**src/rtl/core/uigf_pkg.sv**
```systemverilog
// Package for the idle-gap UART frame receiver.
// Holds the operation and result codes, field widths, reset constants and shared types.
// No dependencies; every other file of the block imports it.
package uigf_pkg;

    localparam int OP_W   = 2;
    localparam int BYTE_W = 8;
    localparam int TIME_W = 8;
    localparam int LEN_W  = 7;
    localparam int KIND_W = 2;

    localparam logic [OP_W-1:0] OP_RX   = 2'd0;
    localparam logic [OP_W-1:0] OP_TICK = 2'd1;
    localparam logic [OP_W-1:0] OP_READ = 2'd2;

    localparam logic [KIND_W-1:0] KIND_DONE  = 2'd0;
    localparam logic [KIND_W-1:0] KIND_DATA  = 2'd1;
    localparam logic [KIND_W-1:0] KIND_EMPTY = 2'd2;

    localparam logic [TIME_W-1:0] IDLE_LIMIT_RST = 8'd30;
    localparam logic [TIME_W-1:0] TIMER_MAX      = 8'd255;
    localparam int                MAX_RESULTS    = 64;

    typedef enum logic {
        S_IDLE,
        S_READ
    } t_state;

    typedef struct packed {
        logic busy;
        logic frame_ready;
    } t_status;

endpackage

```
**src/rtl/core/uigf_if.sv**
```systemverilog
// Channel interfaces of the idle-gap UART frame receiver: input items and result beats.
// Depends on uigf_pkg for field widths.
interface uigf_in_if;
    import uigf_pkg::*;

    logic              valid;
    logic              ready;
    logic [OP_W-1:0]   opcode;
    logic [BYTE_W-1:0] rx_byte;
    logic [TIME_W-1:0] tick_ms;
    logic [LEN_W-1:0]  read_max;

    modport source (output valid, opcode, rx_byte, tick_ms, read_max, input ready);
    modport sink   (input valid, opcode, rx_byte, tick_ms, read_max, output ready);
endinterface

interface uigf_out_if;
    import uigf_pkg::*;

    logic              valid;
    logic              ready;
    logic [KIND_W-1:0] result_kind;
    logic [BYTE_W-1:0] data_byte;
    logic              last;
    logic [LEN_W-1:0]  frame_length;

    modport source (output valid, result_kind, data_byte, last, frame_length, input ready);
    modport sink   (input valid, result_kind, data_byte, last, frame_length, output ready);
endinterface

```
**src/rtl/core/uigf_store.sv**
```systemverilog
// Byte store of the frame receiver: one write port, one registered read port.
// Depends on uigf_pkg for the byte width.
module uigf_store #(
    parameter int DEPTH = 64,
    parameter int AW    = $clog2(DEPTH)
) (
    input  logic                       i_clk,
    input  logic                       i_we,
    input  logic [AW-1:0]              i_waddr,
    input  logic [uigf_pkg::BYTE_W-1:0] i_wdata,
    input  logic                       i_re,
    input  logic [AW-1:0]              i_raddr,
    output logic [uigf_pkg::BYTE_W-1:0] o_rdata
);
    import uigf_pkg::*;

    logic [BYTE_W-1:0] r_mem [DEPTH];
    logic [BYTE_W-1:0] r_rdata;

    always_ff @(posedge i_clk) begin
        if (i_we) begin
            r_mem[i_waddr] <= i_wdata;
        end
    end

    // hold read data until the next read
    always_ff @(posedge i_clk) begin
        if (i_re) begin
            r_rdata <= r_mem[i_raddr];
        end
    end

    assign o_rdata = r_rdata;

endmodule

```
**src/rtl/core/uigf_ctrl.sv**
```systemverilog
// Control of the frame receiver: item decode, idle timer, read sequencer, result register.
// Depends on uigf_pkg and the channel interfaces in uigf_if.sv.
module uigf_ctrl #(
    parameter int DEPTH = 64,
    parameter int AW    = $clog2(DEPTH),
    parameter int CW    = $clog2(DEPTH + 1)
) (
    input  logic                        i_clk,
    input  logic                        i_rst_n,
    input  logic [uigf_pkg::TIME_W-1:0] i_idle_limit,
    uigf_in_if.sink                     i_item,
    uigf_out_if.source                  o_result,
    output logic                        o_mem_we,
    output logic [AW-1:0]               o_mem_waddr,
    output logic [uigf_pkg::BYTE_W-1:0] o_mem_wdata,
    output logic                        o_mem_re,
    output logic [AW-1:0]               o_mem_raddr,
    input  logic [uigf_pkg::BYTE_W-1:0] i_mem_rdata,
    output uigf_pkg::t_status           o_status
);
    import uigf_pkg::*;

    localparam int XW = (CW > LEN_W) ? CW : LEN_W;

    t_state             r_state, n_state;
    logic [CW-1:0]      r_count;
    logic [CW-1:0]      r_count_tick;
    logic [TIME_W-1:0]  r_idle;
    logic               r_frame_ready;
    logic [LEN_W-1:0]   r_n;
    logic [LEN_W-1:0]   r_issue;
    logic [LEN_W-1:0]   r_sent;
    logic               r_pend;

    logic               r_out_valid;
    logic [KIND_W-1:0]  r_out_kind;
    logic [BYTE_W-1:0]  r_out_data;
    logic               r_out_last;
    logic [LEN_W-1:0]   r_out_len;

    logic               out_free;
    logic               in_ready;
    logic               accept;
    logic               issue;
    logic               load;
    logic               last_beat;
    logic [LEN_W-1:0]   sent_inc;
    logic [LEN_W-1:0]   rd_n;
    logic [XW-1:0]      held_x;
    logic [XW-1:0]      lim_x;
    logic [XW-1:0]      rmax_x;
    logic [TIME_W:0]    tick_sum;
    logic [TIME_W-1:0]  tick_sat;
    logic [LEN_W-1:0]   cur_len;

    assign out_free = !r_out_valid || o_result.ready;
    assign accept   = i_item.valid && in_ready;
    assign sent_inc = r_sent + LEN_W'(1);
    assign last_beat = (sent_inc == r_n);
    assign cur_len  = LEN_W'(r_count);

    // clamp the read to what is held and to the result limit
    assign held_x = XW'(r_count);
    assign lim_x  = (held_x > XW'(MAX_RESULTS)) ? XW'(MAX_RESULTS) : held_x;
    assign rmax_x = XW'(i_item.read_max);
    assign rd_n   = LEN_W'((rmax_x < lim_x) ? rmax_x : lim_x);

    assign tick_sum = {1'b0, r_idle} + {1'b0, i_item.tick_ms};
    assign tick_sat = tick_sum[TIME_W] ? TIMER_MAX : tick_sum[TIME_W-1:0];

    // next state
    always_comb begin
        n_state = r_state;
        case (r_state)
            S_IDLE: begin
                if (accept && i_item.opcode == OP_READ && rd_n != '0) begin
                    n_state = S_READ;
                end
            end
            S_READ: begin
                if (load && last_beat) begin
                    n_state = S_IDLE;
                end
            end
            default: n_state = S_IDLE;
        endcase
    end

    // state outputs
    always_comb begin
        in_ready = 1'b0;
        issue    = 1'b0;
        load     = 1'b0;
        case (r_state)
            S_IDLE: begin
                in_ready = out_free;
            end
            S_READ: begin
                load  = r_pend && out_free;
                issue = (r_issue != r_n) && (!r_pend || load);
            end
            default: begin
                in_ready = 1'b0;
            end
        endcase
    end

    assign i_item.ready = in_ready;

    // appends only happen while idle, reads only while streaming: no overlap on an entry
    assign o_mem_we    = accept && i_item.opcode == OP_RX && r_count < CW'(DEPTH);
    assign o_mem_waddr = AW'(r_count);
    assign o_mem_wdata = i_item.rx_byte;
    assign o_mem_re    = issue;
    assign o_mem_raddr = AW'(r_issue);

    always_ff @(posedge i_clk) begin
        if (!i_rst_n) begin
            r_state       <= S_IDLE;
            r_count       <= '0;
            r_count_tick  <= '0;
            r_idle        <= '0;
            r_frame_ready <= 1'b0;
            r_pend        <= 1'b0;
            r_out_valid   <= 1'b0;
            r_n           <= '0;
            r_issue       <= '0;
            r_sent        <= '0;
        end else begin
            r_state <= n_state;
            if (o_result.ready) begin
                r_out_valid <= 1'b0;
            end
            if (accept) begin
                case (i_item.opcode)
                    OP_RX: begin
                        if (o_mem_we) begin
                            r_count <= r_count + CW'(1);
                        end
                    end
                    OP_TICK: begin
                        if (r_count == '0) begin
                            r_count_tick <= '0;
                        end else if (r_count_tick != r_count) begin
                            r_count_tick <= r_count;
                            r_idle       <= '0;
                        end else if (r_idle < i_idle_limit) begin
                            r_idle <= tick_sat;
                            if (tick_sat >= i_idle_limit) begin
                                r_frame_ready <= 1'b1;
                                r_out_valid   <= 1'b1;
                            end
                        end
                    end
                    OP_READ: begin
                        r_n     <= rd_n;
                        r_issue <= '0;
                        r_sent  <= '0;
                        r_pend  <= 1'b0;
                        if (rd_n == '0) begin
                            r_out_valid   <= 1'b1;
                            r_count       <= '0;
                            r_frame_ready <= 1'b0;
                        end
                    end
                    default: begin
                        r_out_valid <= r_out_valid && !o_result.ready;
                    end
                endcase
            end
            if (issue) begin
                r_issue <= r_issue + LEN_W'(1);
            end
            if (issue) begin
                r_pend <= 1'b1;
            end else if (load) begin
                r_pend <= 1'b0;
            end
            if (load) begin
                r_out_valid <= 1'b1;
                r_sent      <= sent_inc;
                if (last_beat) begin
                    r_count       <= '0;
                    r_frame_ready <= 1'b0;
                end
            end
        end
    end

    // result payload
    always_ff @(posedge i_clk) begin
        if (accept && i_item.opcode == OP_TICK) begin
            r_out_kind <= KIND_DONE;
            r_out_data <= '0;
            r_out_last <= 1'b1;
            r_out_len  <= cur_len;
        end else if (accept && i_item.opcode == OP_READ) begin
            r_out_kind <= KIND_EMPTY;
            r_out_data <= '0;
            r_out_last <= 1'b1;
            r_out_len  <= cur_len;
        end else if (load) begin
            r_out_kind <= KIND_DATA;
            r_out_data <= i_mem_rdata;
            r_out_last <= last_beat;
            r_out_len  <= cur_len;
        end
    end

    assign o_result.valid        = r_out_valid;
    assign o_result.result_kind  = r_out_kind;
    assign o_result.data_byte    = r_out_data;
    assign o_result.last         = r_out_last;
    assign o_result.frame_length = r_out_len;

    assign o_status.busy        = (r_state == S_READ);
    assign o_status.frame_ready = r_frame_ready;

endmodule

```
**src/rtl/core/uart_idle_gap_frame_receiver_core.sv**
```systemverilog
// Idle-gap UART frame receiver. Received bytes (opcode 0) append to a store of STORE_DEPTH
// bytes and are dropped once it is full. Timer ticks (opcode 1) run an idle timer that
// restarts whenever the byte count grew since the previous tick and otherwise adds tick_ms,
// saturating at 255; the first time it reaches idle_limit a frame-complete beat carrying the
// frame length goes out. A read request (opcode 2) streams out the held bytes, at most
// read_max and at most 64, with last set on the final beat, or a single empty-read beat,
// and then clears the count and the frame flag. Opcode 3 is ignored. The input side stays
// closed while a read streams; the store's single registered read port then delivers
// one byte per cycle when the output does not stall. The store needs no clearing pass
// after reset; only bytes written since the last read are ever read back. idle_limit is
// written through i_cfg_we / i_cfg_wdata and resets to 30; it is to be written only while
// the block is idle, a rule for the user that the block itself does not enforce.
module uart_idle_gap_frame_receiver_core #(
    parameter int STORE_DEPTH = 64
) (
    input  logic                        i_clk,
    input  logic                        i_rst_n,
    input  logic                        i_cfg_we,
    input  logic [uigf_pkg::TIME_W-1:0] i_cfg_wdata,
    uigf_in_if.sink                     i_item,
    uigf_out_if.source                  o_result
);
    import uigf_pkg::*;

    localparam int AW = $clog2(STORE_DEPTH);
    localparam int CW = $clog2(STORE_DEPTH + 1);

    logic [TIME_W-1:0] r_idle_limit;
    logic              mem_we;
    logic [AW-1:0]     mem_waddr;
    logic [BYTE_W-1:0] mem_wdata;
    logic              mem_re;
    logic [AW-1:0]     mem_raddr;
    logic [BYTE_W-1:0] mem_rdata;
    t_status           status;

    // idle limit register
    always_ff @(posedge i_clk) begin
        if (!i_rst_n) begin
            r_idle_limit <= IDLE_LIMIT_RST;
        end else if (i_cfg_we) begin
            r_idle_limit <= i_cfg_wdata;
        end
    end

    uigf_ctrl #(
        .DEPTH (STORE_DEPTH),
        .AW    (AW),
        .CW    (CW)
    ) u_ctrl (
        .i_clk        (i_clk),
        .i_rst_n      (i_rst_n),
        .i_idle_limit (r_idle_limit),
        .i_item       (i_item),
        .o_result     (o_result),
        .o_mem_we     (mem_we),
        .o_mem_waddr  (mem_waddr),
        .o_mem_wdata  (mem_wdata),
        .o_mem_re     (mem_re),
        .o_mem_raddr  (mem_raddr),
        .i_mem_rdata  (mem_rdata),
        .o_status     (status)
    );

    uigf_store #(
        .DEPTH (STORE_DEPTH),
        .AW    (AW)
    ) u_store (
        .i_clk   (i_clk),
        .i_we    (mem_we),
        .i_waddr (mem_waddr),
        .i_wdata (mem_wdata),
        .i_re    (mem_re),
        .i_raddr (mem_raddr),
        .o_rdata (mem_rdata)
    );

    // no new item while a read is streaming
    a_busy_blocks_input: assert property (@(posedge i_clk) disable iff (!i_rst_n)
        status.busy |-> !i_item.ready)
        else $error("input accepted during a read");

    // the end of a read leaves the frame flag clear
    a_read_clears_flag: assert property (@(posedge i_clk) disable iff (!i_rst_n)
        $fell(status.busy) |-> !status.frame_ready)
        else $error("frame flag still set after read");

    // a final data beat is only shown once the sequencer has finished
    a_last_data_idle: assert property (@(posedge i_clk) disable iff (!i_rst_n)
        (o_result.valid && o_result.result_kind == KIND_DATA && o_result.last)
            |-> !status.busy)
        else $error("last data beat while read still running");

endmodule

```
**src/flat_wrapper.sv**
```systemverilog
// flat-port wrapper written by rule: the top's interface ports become plain ports
module uart_idle_gap_frame_receiver_core_flat import uigf_pkg::*;
#(
    parameter int STORE_DEPTH = 64
)
  (i_clk, i_rst_n, i_cfg_we, i_cfg_wdata, i_item_valid, i_item_opcode, i_item_rx_byte, i_item_tick_ms, i_item_read_max, i_item_ready, o_result_valid, o_result_result_kind, o_result_data_byte, o_result_last, o_result_frame_length, o_result_ready);
  uigf_in_if i_item_i ();
  uigf_out_if o_result_i ();
  input  logic i_clk;
  input  logic i_rst_n;
  input  logic i_cfg_we;
  input  logic [uigf_pkg::TIME_W-1:0] i_cfg_wdata;
  input wire logic [$bits(i_item_i.valid)-1:0] i_item_valid;
  input wire logic [$bits(i_item_i.opcode)-1:0] i_item_opcode;
  input wire logic [$bits(i_item_i.rx_byte)-1:0] i_item_rx_byte;
  input wire logic [$bits(i_item_i.tick_ms)-1:0] i_item_tick_ms;
  input wire logic [$bits(i_item_i.read_max)-1:0] i_item_read_max;
  output wire logic [$bits(i_item_i.ready)-1:0] i_item_ready;
  output wire logic [$bits(o_result_i.valid)-1:0] o_result_valid;
  output wire logic [$bits(o_result_i.result_kind)-1:0] o_result_result_kind;
  output wire logic [$bits(o_result_i.data_byte)-1:0] o_result_data_byte;
  output wire logic [$bits(o_result_i.last)-1:0] o_result_last;
  output wire logic [$bits(o_result_i.frame_length)-1:0] o_result_frame_length;
  input wire logic [$bits(o_result_i.ready)-1:0] o_result_ready;
  assign i_item_i.valid = i_item_valid;
  assign i_item_i.opcode = i_item_opcode;
  assign i_item_i.rx_byte = i_item_rx_byte;
  assign i_item_i.tick_ms = i_item_tick_ms;
  assign i_item_i.read_max = i_item_read_max;
  assign i_item_ready = i_item_i.ready;
  assign o_result_valid = o_result_i.valid;
  assign o_result_result_kind = o_result_i.result_kind;
  assign o_result_data_byte = o_result_i.data_byte;
  assign o_result_last = o_result_i.last;
  assign o_result_frame_length = o_result_i.frame_length;
  assign o_result_i.ready = o_result_ready;
  uart_idle_gap_frame_receiver_core #(.STORE_DEPTH(STORE_DEPTH)) u_core (.i_clk(i_clk), .i_rst_n(i_rst_n), .i_cfg_we(i_cfg_we), .i_cfg_wdata(i_cfg_wdata), .i_item(i_item_i), .o_result(o_result_i));
endmodule
```
**config.mk**
```make
export PLATFORM = sky130hd
export DESIGN_NAME = uart_idle_gap_frame_receiver_core_flat
export DESIGN_NICKNAME = d
export VERILOG_FILES = /design/src/rtl/core/uigf_pkg.sv /design/src/rtl/core/uigf_if.sv /design/src/rtl/core/uigf_store.sv /design/src/rtl/core/uigf_ctrl.sv /design/src/rtl/core/uart_idle_gap_frame_receiver_core.sv /design/src/flat_wrapper.sv
export SDC_FILE = /design/constraint.sdc
export NUM_CORES = 1
export LEC_CHECK = 0
export BUFFER_PORTS_ARGS = -buffer_cell sky130_fd_sc_hd__buf_2
export CAP_MARGIN = 20
export CORE_MARGIN = 2
export CORE_UTILIZATION = 62
export CTS_CLUSTER_SIZE = 24
export DETAILED_ROUTE_END_ITERATION = 8
export MAX_ROUTING_LAYER = met4
export PLACE_DENSITY = 0.79
export SLEW_MARGIN = 30
export SYNTH_ARGS = -nofsm -noshare
export SYNTH_HDL_FRONTEND = slang
export SYNTH_SLANG_ARGS = --single-unit
```
**constraint.sdc**
```tcl
create_clock -name i_clk -period 6.5 [get_ports i_clk]
set_input_delay 0.325 -clock i_clk [delete_from_list [all_inputs] [get_ports i_clk]]
set_output_delay 0.325 -clock i_clk [all_outputs]
set_load 0.02 [all_outputs]
```
==> results.json <==
{
  "synth-simple-area-share_pct": 5.51,
  "ys_ff_latch": 592,
  "antenna_found_initial": 0,
  "start_kind": "flop",
  "viasPerCell": 6.63,
  "cts_buffer_depth": 3,
  "cts_max_level": 2,
  "fin_nets": 1495,
  "die_height_um": 201,
  "io_pins": 58,
  "hold_path_class": "in2reg",
  "end_kind": "flop",
  "start_util_pct": 62.4,
  "cts.repair.resized": 0,
  "tns_ns": 0,
  "finalPower_uw": 7590,
  "routedWlPerCell_um": 26.9,
  "worstPathArrival_ns": 4.11,
  "grt_use_total_pct": 28.1,
  "antennaDiodeCount": 0,
  "rsz0062_at_grt": "no",
  "vias": 13200,
  "relSlewSlack_pct": 35.7,
  "peakVddDrop_mv": 0.216,
  "synthDistinctLibCells": 54,
  "cts_root_buf": "clkbuf_16",
  "hold_viol_final": 0,
  "drv_slew": 0,
  "regArea_mm2": 0.0171,
  "fmax_ghz": 0.274,
  "placed_cells": 1877,
  "layout_setup_ws_ns": 2.85,
  "seq_area_frac_synth_pct": 71.5,
  "core_mm2": 0.0384,
  "period_share_pct": 56.1,
  "clock_latency_ns": 0.61,
  "grt_max_degree": 90,
  "multi_input_area_mm2": 0.00653,
  "drive_gt1_share_pct": 20.1,
  "synth_edf_count": 527,
  "pwr_density_cell_mw_per_mm2": 285,
  "rows": 72,
  "portBuffers": 57,
  "tritoncts": "yes",
  "area_delta_synth_final_pct": 10.9,
  "synth_top_family_by_area": "multiplexers",
  "cts.sinks": 592,
  "crit_path_max_fanout": 6,
  "dr.pass1.iters": 5,
  "synth.avg_cell_area_um2": 17.5,
  "worst_pin_slew_ns": 0.962,
  "yosys_warnings": 0,
  "netlist_area_mm2": 0.0240,
  "place_ws_ns": 2.86,
  "skew_ns": 0.0228,
  "yosys_most_used_dff": "edfxtp_1",
  "instances_no_fill": 1988,
  "wl_um": 53400,
  "synthCells": 1367,
  "p_leak_uw": 0.00862,
  "gp_congestion": 0.909,
  "cap_violations": 0,
  "cts_made_buffers": 56,
  "syn_nets": 1439,
  "synth_compound_area_share_pct": 6.24,
  "die_w_um": 201,
  "detail-route-antenna-nets": 0,
  "drc_errors": 0,
  "synthAdderAreaFrac_pct": 1.81,
  "fillers": 2391,
  "synthMuxAreaShare_pct": 12.5,
  "grt-ovfl-total": 0,
  "synth-xor-area-share_pct": 1.10,
  "drtIter0Drc": 1377,
  "dpl.hpwl_um": 30700,
  "first_global_vias": 13100,
  "fin_crit_ns": 3.65,
  "setup_viol": 0,
  "status": "finished, final reports clean",
  "async_flop_share_pct": 0,
  "grt_pass1_wl_um": 82200,
  "clk_pin_slew_worst_paths_ns": 0.06,
  "postCtsSetupBuffers": 0,
  "critPathRequiredTime_ns": 6.96,
  "dieArea_mm2": 0.0402,
  "path_class": "reg2reg"
}
-- synthesized netlist by cell type, types with 2 or more instances --
library cell  number  area share [%]
a2111oi_0          2           0.073
a211oi_1           2           0.063
a21boi_0          10            0.31
a21o_1             3           0.094
a21oi_1           43            0.90
a221oi_1          16            0.58
a22o_1            23            0.84
a22oi_1           41             1.3
a31o_2             2           0.073
a31oi_1            2           0.052
and2_1             7            0.18
and3_1             5            0.13
buf_1             10            0.16
buf_2             14            0.29
clkbuf_1          49            0.77
dfxtp_1           65             5.4
edfxtp_1         527              66
ha_1              33             1.7
inv_1             12            0.19
mux2i_1            9            0.38
mux4_2           128              12
nand2_1           69             1.1
nand2b_1          14            0.37
nand3_1           14            0.29
nand3b_1           7            0.22
nand4_1            2           0.052
nor2_1           106             1.7
nor2b_1           23            0.60
nor3_1            10            0.21
nor4_1             4            0.10
o211a_1            2           0.084
o211ai_1           8            0.25
o21a_1             5            0.16
o21ai_0           30            0.63
o21bai_1           2           0.063
o221ai_1           8            0.29
o31ai_1            5            0.16
or2_2              2           0.052
or3_1              5            0.13
or3b_2             4            0.15
or4_1              3           0.094
xnor2_1            8            0.29
xor2_1            22            0.80
-- per-layer routing --
metal	track usage, %	wire length [µm]
met1	39.0	21100
met2	43.8	26200
met3	4.38	4510
met4	9.15	1630
met5	-	0
-- power breakdown --
| part | switching, µW | internal (µW) |
|---|---|---|
| logic | 156 | 85.4 |
| registers | 16.0 | 4150 |
| clock network | 1390 | 1790 |
-- flip-flops by register name, indices dropped and copies added, names as in the netlist --
name / cells
u_core.u_store.r_mem: 512
u_core.u_ctrl.o_result.frame_length: 7
u_core.u_ctrl.r_n: 7
u_core.u_ctrl.o_result.result_kind: 2
u_core.r_idle_limit: 8
u_core.u_ctrl.o_result.valid: 1
u_core.u_ctrl.r_state: 1
u_core.u_ctrl.o_result.data_byte: 8
u_core.u_store.o_rdata: 8
u_core.u_ctrl.r_issue: 7
u_core.u_ctrl.r_count_tick: 7
u_core.u_ctrl.cur_len: 7
u_core.u_ctrl.r_sent: 7
u_core.u_ctrl.r_pend: 1
u_core.u_ctrl.r_idle: 8
u_core.u_ctrl.o_result.last: 1
-- placed cells by master (no fill, tap or decap), types with 21 or more instances in the layout --
cell type / count
a22o_1: 23
a21oi_1: 43
mux4_2: 128
nand2_1: 69
edfxtp_1: 527
dfxtp_1: 63
o21ai_0: 30
a22oi_1: 41
xor2_1: 22
buf_2: 50
clkbuf_16: 56
ha_1: 33
nor2b_1: 21
nor2_1: 104
-- logic make-up after synthesis --
logic type      after synthesis
buf+inv                      85
simple gates                279
mux                         138
flops                       592
compound gates              209
xor+xnor                     30
fa+ha+maj                    34
-- worst paths after layout --
| path | from | depth (start not counted) | end | slack [ns] |
|---|---|---|---|---|
| worst max-delay path | u_core.u_ctrl.r_idle[0]$_SDFFE_PN0P_ | 12 | u_core.u_ctrl.o_result.valid$_SDFF_PN0_ | 2.85 |
| worst min-delay path | i_cfg_wdata[6] | 3 | u_core.r_idle_limit[6]$_SDFFE_PN0P_ | 0.03 |
| worst max register to register | u_core.u_ctrl.r_idle[0]$_SDFFE_PN0P_ | 12 | u_core.u_ctrl.o_result.valid$_SDFF_PN0_ | 2.85 |
| worst min register to register | u_core.u_ctrl.o_result.data_byte[3]$_SDFFE_PP0P_ | 2 | u_core.u_ctrl.o_result.data_byte[3]$_SDFFE_PP0P_ | 0.46 |
-- per-stage QoR --
step | area, µm² | hold slack, ns | utilization (%)
detailed placement | 24700 | 0.452 | 64.4
finish | 26600 | 0.0277 | 69.3
floorplan | 24000 | 0.406 | -
CTS | 26600 | 0.000735 | 69.2
global route | 26600 | 0.0232 | 69.3
global placement | 24700 | 0.439 | 64.4
-- final cells by class --
cell class | count | area share, %
Tap cell | 518 | 2.44
Sequential cell | 592 | 64.5
Multi-Input combinational cell | 690 | 24.6
Clock inverter | 31 | 1.02
Timing Repair Buffer | 71 | 1.69
Inverter | 12 | 0.169
Clock buffer | 74 | 5.68
-- what timing repair did --
action                                  CTS  global route
hold buffers                              6             0
endpoints found under the setup margin    0             0
hold endpoints to repair                  6             0
-- worst max-delay path: stages (launching register included) --
cell and delay (ns):
dfxtp_1 0.33, ha_1 0.22, fa_1 0.41, a21oi_1 0.21, o21ai_0 0.17, or4_1 0.44, a31oi_1 0.41, o21ai_0 0.23
ha_1 0.23, a2111oi_0 0.42, o21ai_0 0.16, o21ai_0 0.15, o2bb2ai_1 0.13
Note: power is estimated with default switching activity, not from simulation.
